`src/hw/rtl/bcmp_pkg.sv`:
```
`timescale 1ns / 1ps
// ----------------------------------------------------------------------------
// bcmp_pkg
// Shared types and constants for the binomial coefficient mod prime block.
// ----------------------------------------------------------------------------
package bcmp_pkg;

    localparam int TABLE_SIZE = 1024;
    localparam int AW = $clog2(TABLE_SIZE);
    localparam int MW = 31;
    localparam logic [MW-1:0] MOD_RESET = 31'd1000000007;

    localparam logic [1:0] ST_OK        = 2'd0;
    localparam logic [1:0] ST_NOT_BUILT = 2'd1;
    localparam logic [1:0] ST_RANGE     = 2'd2;

    localparam logic REQ_REBUILD = 1'b0;
    localparam logic REQ_QUERY   = 1'b1;

    typedef struct packed {
        logic       req_type;
        logic [9:0] n;
        logic [9:0] r;
    } req_t;

    typedef struct packed {
        logic [MW-1:0] value;
        logic [1:0]    status;
    } rsp_t;

    // multiplier operand selects
    localparam logic [2:0] OP_A_ACC  = 3'd0;
    localparam logic [2:0] OP_A_IDX  = 3'd1;
    localparam logic [2:0] OP_A_BASE = 3'd2;
    localparam logic [2:0] OP_A_FACT = 3'd3;
    localparam logic [2:0] OP_A_ONE  = 3'd4;
    localparam logic [2:0] OP_A_NEXT = 3'd5;

    localparam logic [1:0] OP_B_ACC  = 2'd0;
    localparam logic [1:0] OP_B_BASE = 2'd1;
    localparam logic [1:0] OP_B_RD   = 2'd2;
    localparam logic [1:0] OP_B_ONE  = 2'd3;

    // datapath commands
    typedef struct packed {
        logic          mul_start;
        logic [2:0]    sel_a;
        logic [1:0]    sel_b;
        logic          acc_load;   // acc <= product
        logic          base_load;  // base <= product
        logic          acc_one;    // acc <= 1 mod m
        logic          exp_load;   // exponent <= m-2
        logic          exp_shift;
        logic          idx_load;
        logic [AW:0]   idx_value;
        logic          idx_inc;
        logic          idx_dec;
        logic          fact_we;
        logic          ifact_we;
        logic          rd_fact;    // read fact[n]
        logic [1:0]    rd_ifact;   // 1: ifact[r], 2: ifact[n-r]
        logic          rd_latch;
        logic          save_fact;
    } cmd_t;

    typedef struct packed {
        logic        mul_done;
        logic        exp_zero;
        logic        exp_lsb;
        logic [AW:0] idx;
    } sts_t;

    localparam logic [1:0] RD_NONE = 2'd0;
    localparam logic [1:0] RD_R    = 2'd1;
    localparam logic [1:0] RD_NR   = 2'd2;

endpackage

```
`src/hw/rtl/bcmp_ctrl.sv`:
```
`timescale 1ns / 1ps
// ----------------------------------------------------------------------------
// bcmp_ctrl
// Sequencer for rebuild (factorials, exponentiation, inverse fill) and query.
// ----------------------------------------------------------------------------
module bcmp_ctrl
    import bcmp_pkg::*;
(
    input  logic          clk,
    input  logic          rst_n,
    input  logic          start,
    input  req_t          req,
    input  logic          cfg_we,
    input  logic [MW-1:0] modulus,
    input  sts_t          sts,
    input  logic [MW-1:0] acc,
    output cmd_t          cmd,
    output logic          busy,
    output logic          done,
    output rsp_t          rsp,
    output logic [9:0]    arg_n,
    output logic [9:0]    arg_r
);

    localparam logic [3:0] S_IDLE   = 4'd0;
    localparam logic [3:0] S_FWR    = 4'd1;  // write fact[idx]=acc
    localparam logic [3:0] S_FMUL   = 4'd2;  // acc *= idx
    localparam logic [3:0] S_PSTART = 4'd3;  // exponent loop head
    localparam logic [3:0] S_PMUL   = 4'd4;  // acc *= base
    localparam logic [3:0] S_PSQ    = 4'd5;  // base *= base
    localparam logic [3:0] S_IWR    = 4'd6;  // write ifact[idx]=acc
    localparam logic [3:0] S_IMUL   = 4'd7;  // acc *= idx
    localparam logic [3:0] S_QRD1   = 4'd8;
    localparam logic [3:0] S_QRD2   = 4'd9;
    localparam logic [3:0] S_QMUL1  = 4'd10;
    localparam logic [3:0] S_QMUL2  = 4'd11;
    localparam logic [3:0] S_QWAIT  = 4'd12;
    localparam logic [3:0] S_QSTART = 4'd13; // fact[n] * ifact[r]

    logic [3:0] state_reg, state_next;
    logic       ready_reg, ready_next;
    logic       wait_reg, wait_next;
    logic       done_reg, done_next;
    rsp_t       rsp_reg, rsp_next;
    logic [9:0] n_reg, n_next, r_reg, r_next;

    always_comb
    begin
        state_next = state_reg;
        ready_next = ready_reg;
        wait_next  = 1'b0;
        done_next  = 1'b0;
        rsp_next   = rsp_reg;
        n_next     = n_reg;
        r_next     = r_reg;
        cmd        = '0;
        unique case (state_reg)
            S_IDLE:
            begin
                if (start)
                begin
                    n_next = req.n;
                    r_next = req.r;
                    rsp_next.value  = '0;
                    rsp_next.status = ST_OK;
                    if (req.req_type == REQ_REBUILD)
                    begin
                        cmd.acc_one   = 1'b1;
                        cmd.idx_load  = 1'b1;
                        cmd.idx_value = '0;
                        state_next    = S_FWR;
                    end
                    else if (!ready_reg)
                    begin
                        rsp_next.status = ST_NOT_BUILT;
                        done_next       = 1'b1;
                    end
                    else if (req.r > req.n)
                        done_next = 1'b1;
                    else
                        state_next = S_QRD1;
                end
            end
            S_FWR:
            begin
                cmd.fact_we = 1'b1;
                if (sts.idx == (AW+1)'(TABLE_SIZE - 1))
                begin
                    // start power: base = fact, acc = 1, exp = m-2
                    cmd.save_fact = 1'b1;
                    cmd.acc_one   = 1'b1;
                    cmd.exp_load  = 1'b1;
                    state_next    = S_PSTART;
                end
                else
                begin
                    // next factorial: (idx + 1) * fact[idx]
                    cmd.idx_inc   = 1'b1;
                    cmd.mul_start = 1'b1;
                    cmd.sel_a     = OP_A_NEXT;
                    cmd.sel_b     = OP_B_ACC;
                    wait_next     = 1'b1;
                    state_next    = S_FMUL;
                end
            end
            S_FMUL:
            begin
                cmd.sel_a = OP_A_IDX;
                if (sts.mul_done && !wait_reg)
                begin
                    cmd.acc_load = 1'b1;
                    state_next   = S_FWR;
                end
            end
            S_PSTART:
            begin
                if (modulus < 31'd2 || sts.exp_zero)
                begin
                    if (modulus < 31'd2)
                        cmd.acc_one = 1'b1; // one_m is zero here
                    state_next = S_IWR;
                end
                else if (sts.exp_lsb)
                begin
                    cmd.mul_start = 1'b1;
                    cmd.sel_a     = OP_A_ACC;
                    cmd.sel_b     = OP_B_BASE;
                    wait_next     = 1'b1;
                    state_next    = S_PMUL;
                end
                else
                begin
                    cmd.mul_start = 1'b1;
                    cmd.sel_a     = OP_A_BASE;
                    cmd.sel_b     = OP_B_BASE;
                    wait_next     = 1'b1;
                    state_next    = S_PSQ;
                end
            end
            S_PMUL:
            begin
                if (sts.mul_done && !wait_reg)
                begin
                    cmd.acc_load  = 1'b1;
                    cmd.mul_start = 1'b1;
                    cmd.sel_a     = OP_A_BASE;
                    cmd.sel_b     = OP_B_BASE;
                    wait_next     = 1'b1;
                    state_next    = S_PSQ;
                end
            end
            S_PSQ:
            begin
                if (sts.mul_done && !wait_reg)
                begin
                    cmd.base_load = 1'b1;
                    cmd.exp_shift = 1'b1;
                    state_next    = S_PSTART;
                end
            end
            S_IWR:
            begin
                cmd.ifact_we = 1'b1;
                if (sts.idx == '0)
                begin
                    ready_next = 1'b1;
                    done_next  = 1'b1;
                    state_next = S_IDLE;
                end
                else
                begin
                    cmd.mul_start = 1'b1;
                    cmd.sel_a     = OP_A_IDX;
                    cmd.sel_b     = OP_B_ACC;
                    wait_next     = 1'b1;
                    state_next    = S_IMUL;
                end
            end
            S_IMUL:
            begin
                if (sts.mul_done && !wait_reg)
                begin
                    cmd.acc_load = 1'b1;
                    cmd.idx_dec  = 1'b1;
                    state_next   = S_IWR;
                end
            end
            S_QRD1:
            begin
                // fact[n] and ifact[r] read this cycle
                cmd.rd_ifact = RD_R;
                state_next   = S_QRD2;
            end
            S_QRD2:
            begin
                // hold ifact[r], start reading ifact[n-r]
                cmd.rd_ifact  = RD_NR;
                cmd.rd_latch  = 1'b1;
                state_next    = S_QSTART;
            end
            S_QSTART:
            begin
                cmd.rd_ifact  = RD_NR;
                cmd.mul_start = 1'b1;
                cmd.sel_a     = OP_A_FACT;
                cmd.sel_b     = OP_B_RD;
                wait_next     = 1'b1;
                state_next    = S_QMUL1;
            end
            S_QMUL1:
            begin
                cmd.rd_ifact = RD_NR;
                if (sts.mul_done && !wait_reg)
                begin
                    cmd.acc_load = 1'b1;
                    cmd.rd_latch = 1'b1;
                    state_next   = S_QMUL2;
                end
            end
            S_QMUL2:
            begin
                cmd.mul_start = 1'b1;
                cmd.sel_a     = OP_A_ACC;
                cmd.sel_b     = OP_B_RD;
                wait_next     = 1'b1;
                state_next    = S_QWAIT;
            end
            S_QWAIT:
            begin
                if (sts.mul_done && !wait_reg)
                begin
                    cmd.acc_load = 1'b1;
                    state_next   = S_IDLE;
                    done_next    = 1'b1;
                    rsp_next.status = ST_OK;
                end
            end
            default:
                state_next = S_IDLE;
        endcase
        if (cfg_we)
            ready_next = 1'b0;
    end

    always_ff @(posedge clk or negedge rst_n)
    begin
        if (!rst_n)
        begin
            state_reg <= S_IDLE;
            ready_reg <= 1'b0;
            wait_reg  <= 1'b0;
            done_reg  <= 1'b0;
        end
        else
        begin
            state_reg <= state_next;
            ready_reg <= ready_next;
            wait_reg  <= wait_next;
            done_reg  <= done_next;
        end
    end

    always_ff @(posedge clk)
    begin
        rsp_reg <= rsp_next;
        n_reg   <= n_next;
        r_reg   <= r_next;
    end

    // the query product lands in acc in the cycle after its done
    logic qsel_reg;
    always_ff @(posedge clk or negedge rst_n)
    begin
        if (!rst_n)
            qsel_reg <= 1'b0;
        else
            qsel_reg <= (state_reg == S_QWAIT);
    end

    assign busy      = (state_reg != S_IDLE) || done_reg;
    assign done      = done_reg;
    assign rsp.value = qsel_reg ? acc : rsp_reg.value;
    assign rsp.status = rsp_reg.status;
    assign arg_n     = n_reg;
    assign arg_r     = r_reg;

endmodule

```
`config.mk`:
```
export PLATFORM = sky130hd
export DESIGN_NAME = bcmp_ctrl
export DESIGN_NICKNAME = d
export VERILOG_FILES = /design/src/hw/rtl/bcmp_pkg.sv /design/src/hw/rtl/bcmp_ctrl.sv
export SDC_FILE = /design/constraint.sdc
export NUM_CORES = 1
export LEC_CHECK = 0
export BUFFER_PORTS_ARGS = -buffer_cell sky130_fd_sc_hd__buf_4
export CORE_UTILIZATION = 34
export DETAILED_ROUTE_END_ITERATION = 6
export PLACE_DENSITY_LB_ADDON = 0.2
export SLEW_MARGIN = 20
export SYNTH_ARGS = -nofsm -noshare
export SYNTH_HDL_FRONTEND = slang
export SYNTH_SLANG_ARGS = --single-unit
```
`constraint.sdc`:
```
create_clock -name clk -period 1.95 [get_ports clk]
set_input_delay 0.2925 -clock clk [delete_from_list [all_inputs] [get_ports clk]]
set_output_delay 0.2925 -clock clk [all_outputs]
set_load 0.05 [all_outputs]
```
## After elaboration in Yosys (flattened, before gate mapping)

Index checks and enable logic that the tools add are counted.
W data, S select, Z words.

- Register bits after elaboration: 30
- Latch bits: 0
- RAM bits: 0
- Memory bits (read-only): 0
- Bits of input ports: 101
- Output and inout port bits: 87
- Word-level logic and storage cells: 113
- Memories kept: 0

- Add/sub/neg operators: 0
- Multiply operators: 0
- Divide/modulo/power cells: 0
- Magnitude comparators: 2
- Eq/ne operators: 23
- Shifts and indexed selects: 0
- Mux-type cells: 63
- Bitwise operators: 0
- Reduce and logical (&&, ||, !) cells: 17

Operators by type and width:

| operator | number |
|---|---|
| $pmux W4 S14 | 1 |
| $mux W4 | 11 |
| $mux W12 | 3 |
| $lt A31 B2 Y1 const B | 1 |
| $mux W31 | 1 |
| $mux W1 | 28 |
| $eq A4 B4 Y1 const B | 6 |
| $mux W6 | 3 |
| $pmux W3 S6 | 1 |
| $eq A4 B3 Y1 const B | 4 |
| $ne A2 B2 Y1 const B | 7 |
| $eq A11 B10 Y1 const B | 1 |
| $logic_not A11 Y1 | 1 |
| $gt A10 B10 Y1 | 1 |
| $pmux W1 S5 | 2 |
| $pmux W2 S5 | 1 |
| $reduce_and A9 Y1 | 1 |
| $eq A4 B2 Y1 const B | 2 |
| $mux W2 | 4 |
| $pmux W2 S2 | 2 |
| $mux W7 | 1 |
| $ne A3 B3 Y1 const B | 2 |
| $pmux W1 S3 | 2 |
| $reduce_bool A2 Y1 | 3 |
| other kinds (13) | 16 |

## Longest topological paths before layout

Gate-level depths: netlist of run 1.

- Depth after elaboration: 6
- Mapped depth: 8
- Gate-level depth less buffers: 8

## Least setup slack after synthesis of run 1

OpenSTA, ideal clock, no wires.

- Path type: register to output
- Start: register state_reg[1]
- End: output port cmd[23] (netlist name)
- Data arrival time: 2848 ps
- Required time: 1657 ps
- Setup slack: -1190 ps
- Stages on the path, launching flop included: 5
- Buffers on the path: 0
- Path through: dfrtp_1 or2b_4 nor3_1 and2_1 a211o_1

RTL lines:

| what | line | source |
|---|---|---|
| from (decl) | bcmp_ctrl.sv:40 | `logic [3:0] state_reg, state_next;` |
| from (signal assigned) | bcmp_ctrl.sv:256 | `state_reg <= state_next;` |
| to (decl) | bcmp_ctrl.sv:17 | `output cmd_t cmd,` |

==> results of run 1 <==
## cell families (layout without fill, tap and decap cells)
logic type               Yosys count  count (layout)  share of synthesized area
AND/OR/NAND/NOR                  104             104                      0.298
other                              1              13                    0.00183
multiplexers                       2               2                    0.00976
AO/OA/AOI/OAI                     35              35                      0.114
XOR/XNOR                           1               1                    0.00427
adder cells (fa/ha/maj)           10              10                     0.0610
flip-flops                        29              29                      0.405
buffers and inverters             41             249                      0.106
## stage by stage
stage                     cells  hold slack [ps]  utilization
after global routing        515              147        0.727
after detailed placement    487              121        0.647
final                       515              155        0.727
after floorplan             235            -3.09            -
after global placement      487              121        0.647
after CTS                   505              159        0.690
## power by group through the flow
stage	Clock, µW	Combinational, µW	Sequential [µW]
finish	480	3470	941
global route	516	3660	957
CTS	483	3210	933
detailed placement	0	3060	941
global placement	0	3040	939
floorplan	0	1810	1130
## routing by layer
metal	global-route usage	vias to the layer above	wire length, µm
li1	-	1208	-
met5	0	-	0
met4	0.0691	0	116
met3	0.0457	11	678
met2	0.421	130	4120
met1	0.238	1115	2600
## cell usage in the layout (no fill, tap or decap), types with 2 or more instances in the layout
cell / Yosys / routed
buf_4: 16 / 203
nand2_8: 0 / 2
buf_6: 0 / 15
nand2_1: 11 / 9
nor2_1: 12 / 9
dfrtp_1: 8 / 7
conb_1: 1 / 13
nor4_2: 1 / 3
inv_2: 0 / 2
and2_1: 32 / 31
nor4_4: 0 / 4
inv_1: 18 / 16
ha_1: 10 / 10
a21oi_2: 0 / 2
a21oi_1: 12 / 10
a21boi_0: 2 / 2
nor4_1: 8 / 2
nand3b_1: 2 / 2
nor3_2: 1 / 6
buf_12: 0 / 2
a21o_1: 5 / 5
o21ai_0: 4 / 4
nand3_1: 6 / 6
a211oi_1: 3 / 3
edfxtp_1: 21 / 21
clkbuf_8: 0 / 5
nand4_1: 6 / 6
nor2_2: 0 / 2
nor3_1: 17 / 8
nor3_4: 0 / 4
buf_8: 0 / 2
mux2i_1: 2 / 2
## worst max-delay path, stage by stage
cell	delay, ps
buf_4	120
nor4_4	280
nand4_1	170
o21bai_2	170
nand2b_4	190
nand2_8	50
or4_4	490
buf_6	170
## cell type report
cell class                      count  area [µm²]  area share
Timing Repair Buffer              223        1770       0.430
Multi-Input combinational cell    165        1280       0.310
Sequential cell                    29         832       0.202
Tap cell                           72        90.1      0.0218
Clock buffer                        5        68.8      0.0167
Inverter                           18        67.6      0.0164
Clock inverter                      3        17.5     0.00424
## worst min-delay path by stage
stage / endpoint / slack [ps] / depth (start not counted)
5_1_grt: ready_reg / 150 / 2
2_1_floorplan: done / -3 / 0
4_1_cts: ready_reg / 160 / 2
6_report: ready_reg / 160 / 2
3_3_place_gp: ready_reg / 120 / 1
3_5_place_dp: ready_reg / 120 / 1
## what timing repair did
| item | 4_1_cts | 5_1_grt |
|---|---|---|
| buffers inserted | 9 | 11 |
| gates resized for setup | 14 | 29 |
| hold endpoints to repair | 8 | 0 |
| endpoints found under the setup margin | 11 | 18 |
| hold buffers | 1 | 0 |
| pin swaps | 5 | 10 |
==> metrics, run 1 <==
Nets=553; most common cell in the netlist=and2_1; Yosys cell types=42; Worst-path clk slew=60 ps; Design Area, Final=4130 µm²; Initial Utilization=0.361; dpl ws=-308 ps; PnR worst setup slack=-279 ps; FF-to-FF path depth=7; layout cells sized above 1=0.605; Die Ht=79.7 µm; synth cell count leaders=and2_1 (32), edfxtp_1 (21), inv_1 (18); YS warnings=0; DR vias/cell=4.78; number of remaining DRC errors=0; DR vias=2464; core area=5680 µm²; cts bufs inserted=5; largest net degree at the start of global routing=32; top area cells in the synthesized netlist=edfxtp_1 (31%), and2_1 (9.8%), dfrtp_1 (9.8%); switch share=0.498; Mapped Cells=223; Overall Power=4900 µW; antenna cells=0; CP Max Fanout=2; grt ovf=0; Routed Antenna Nets=0; port buffer count=173; Max-slew headroom=0.604; vias in the first global route=2205; I/O pin cnt=188; Die Span X=79.7 µm; H-Tree Depth=2; wire length per cell after detailed routing=14.6 µm; Hold Fails Final Rpt=0; Hold WC Path Type=in -> reg; worst-margin pin slew=594 ps; FILL cells=427; status=finished, violations left; Tcrit/Tclk final=1.14; latest clock arrival within the worst-skew pair=280 ps; clock buffer depth=2; Seq cells post-synth=29; initial antenna violation count=0; DRT Pass-1 Iters=4; Yosys top cell by area=edfxtp_1; Final Setup Violations=8; CP endpoint=cmd[31]; Worst Setup SP=modulus[29]; max-cap violations=0; Psw=2440 µW; worst r2r dst=state_reg[2]; Detailed Place HPWL=6.00 mm; worst reg2reg startpoint=state_reg[0]; Logic pwr share=0.710; crit end category=output pin; mapped cell area=2050 µm²; VDD IR-drop max=686 µV; TritonCTS clock tree=yes; first-pass GRT wire length=10.6 mm; DR iter-0 viols=110; power per cell area=1190 nW/µm²; Area Growth Syn to Fin=101%; Post-Route WL=7.51 mm; Synth Flop Type=edfxtp_1; Layout Skew=6.58 ps; register-to-register setup slack=170 ps; post-synth top area share=0.308; Clk pwr share=0.098; setup_tns=-1020 ps; gp weighted congestion=0.866; Int Pwr=2460 µW; post-layout min period=2230 ps; syn avg cell area=9.20 µm²; RSZ-0062 raised after global routing=yes; Final Slew Violations=0; hold_sp=cfg_we; Critical Path Start Type=input port; Sink Count=29; total global-route track usage=0.220; number of synthesized flops with an enable pin=21; CTS root buf=clkbuf_8; full die area=6350 µm²; WP data arrival=1940 ps; Rows=27; Crit path required time=1660 ps; sequential power share=0.192; failing checks=setup timing; Leak Pwr=0.00204 µW; sequential fraction of the synthesis area=0.405; Synth async-reset ratio=0.276; kind of critical path=in -> out; Placed Instance Area=3670 µm²; fmax=449 MHz
No activity file was read; power rests on OpenSTA's default activity.
==> inputs of run 2 (changes only) <==
- GPL_TIMING_DRIVEN: default -> 0
==> run 2 against run 1 <==
The flow still finishes with violations (setup timing). First-iteration DRC count is 52% higher. Maximum frequency is 0.75% lower. Clock power is 25% higher. Die area stayed put. Utilization is 0.35 points higher. Worst setup slack worse by 17 ps. Sequential power is 3.4% lower. Critical path depth stayed put. Clock skew is 1.8 ps higher. Final cell count is 1.2% lower. Largest cell class unchanged. Highest routed layer unchanged.
==> metrics, run 2 (synthesis gave the netlist of run 1 again) <==
layout cells sized above 1=0.620 (+0.0152); wire length per cell after detailed routing=15.1 µm (+3.6%); crit end category=output pin; fmax=445 MHz (-0.75%); CP peak stage delay=500 ps (about the same); Die Ht=79.7 µm (unchanged); sequential power share=0.188 (-0.004); Sink Count=29 (unchanged); delay-heaviest family, CP=simple AND/OR/NAND/NOR gates; gp weighted congestion=0.900 (+3.9%); PnR worst setup slack=-296 ps (-16.9 ps); grt ovf=0 (unchanged); Hold Crit Depth=2 (unchanged); largest net degree at the start of global routing=22 (-31%); Worst-path clk slew=60 ps (about the same); Detailed Place HPWL=5.96 mm (-0.58%); Critical Path Start Type=input port; max-cap violations=0 (unchanged); vias in the first global route=2328 (+5.6%); full die area=6350 µm² (unchanged); first-pass GRT wire length=10.9 mm (+3.5%); Overall Power=4840 µW (-1.0%); WP data arrival=1950 ps (about the same); FILL cells=435 (+1.9%); DR iter-0 viols=167 (+52%); Logic pwr share=0.688 (-0.022); worst reg2reg startpoint=state_reg[3]; Placed Instance Area=3600 µm² (-2.1%); Leak Pwr=0.00201 µW (-1.3%); hold_sp=cfg_we; initial antenna violation count=0 (unchanged); CP Max Fanout=2 (unchanged); I/O pin cnt=188 (unchanged); Final Slew Violations=0 (unchanged); Routed Antenna Nets=0 (unchanged); VDD IR-drop max=680 µV (-0.93%); total global-route track usage=0.225 (+0.00516); failing checks=setup timing; Hold Fails Final Rpt=0 (unchanged); post-layout min period=2250 ps (+16.9 ps); DR vias=2506 (+1.7%); kind of critical path=in -> out; most frequent cells in the layout=buf_4 (190), and2_1 (31), edfxtp_1 (21); Post-Route WL=7.70 mm (+2.4%); Tcrit/Tclk final=1.15 (+0.00866); Final Setup Violations=5 (-3); Clk pwr share=0.124 (+0.026); clock buffer depth=2 (unchanged); Layout Skew=8.40 ps (+1.82 ps); DRT Pass-1 Iters=4 (unchanged); worst path buffer plus inverter count=2 (unchanged); TritonCTS clock tree=yes; Psw=2430 µW (-0.50%); H-Tree Depth=2 (unchanged); CP max-delay cell=or4_4; switch share=0.501 (+0.00277); cts bufs inserted=5 (unchanged); port buffer count=173 (unchanged); Area Growth Syn to Fin=102%; number of remaining DRC errors=0 (unchanged); register-to-register setup slack=140 ps (-30 ps); core area=5680 µm² (unchanged); Hold WC Path Type=in -> reg; CTS root buf=clkbuf_8; power per cell area=1170 nW/µm² (-1.5%); Rows=27 (unchanged); worst path cell trace=buf_4 > nor4_2 > nand4_1 > o21bai_2 > nand2b_4 > nand2_8 > or4_4 > buf_8; Initial Utilization=0.361 (unchanged); FF-to-FF path depth=8 (+1); Design Area, Final=4150 µm² (+0.49%); Nets=547 (-1.1%); status=finished, violations left; antenna cells=0 (unchanged); latest clock arrival within the worst-skew pair=280 ps (about the same); DR vias/cell=4.92 (+2.9%); Die Span X=79.7 µm (unchanged); dpl ws=-498 ps (-190 ps); hold path endpoint=ready_reg; Int Pwr=2420 µW (-1.6%); Crit path required time=1660 ps (about the same); most common cell after layout, fill and taps aside=buf_4; RSZ-0062 raised after global routing=yes; worst r2r dst=state_reg[0]
run 2: cell types whose count changed in the layout (fill, tap and decap cells not counted), sizes merged:
cell      previous run  this run
clkinvlp             0         3
inv                 18        17
clkinv               3         1
clkbuf               5         9
bufinv               0         1
buf                222       211
run 2: power by group through the flow:
stage	clock [µW]	sequential, µW	combinational [µW]
2_1_floorplan	0	1130	1810
3_3_place_gp	0	886	2840
3_5_place_dp	0	892	2850
4_1_cts	615	893	3160
5_1_grt	635	928	3490
6_report	602	909	3330
run 2: per-layer routing:
metal	global-route usage	part of all wire	up-vias
met3	0.0594	0.099	12
met5	0	0	-
met1	0.215	0.31	1155
met2	0.444	0.57	149
li1	-	-	1190
met4	0.0945	0.022	0
run 2: final cells by class:
cell class	instances	area, µm²	area share
buffer	21	158	0.0380
clock buffer	5	68.8	0.0166
clock inverter	3	41.3	0.00996
inverter	18	78.8	0.0190
multi-input combinational	165	1320	0.318
sequential	29	833	0.201
tap	72	90.1	0.0217
timing repair buffer	195	1550	0.374
timing repair inverter	1	5.00	0.00121
run 2: worst max-delay path by stage:
stage,to,from,slack (ps),cells after the start
detailed placement,cmd[31],modulus[5],-500,9
floorplan,cmd[23],state_reg[1],-190,4
CTS,cmd[31],modulus[1],-340,8
global route,cmd[31],modulus[21],-400,8
finish,cmd[31],modulus[21],-300,8
global placement,cmd[31],modulus[19],-450,9
run 2: repair_timing:
item,4_1_cts,5_1_grt
gates cloned,0,1
resized for setup,41,32
hold endpoints to repair,8,0
setup buffers,18,6
hold buffers,1,0
pin swaps,10,19
setup endpoints to repair,30,17
run 2: stage by stage:
step	cells	hold slack (ps)	setup TNS [ps]	utilization
floorplan	235	-3.09	-390	-
global placement	480	118	-4220	0.634
detailed placement	480	120	-5580	0.634
CTS	506	156	-704	0.706
global route	509	175	-895	0.731
finish	509	162	-440	0.731
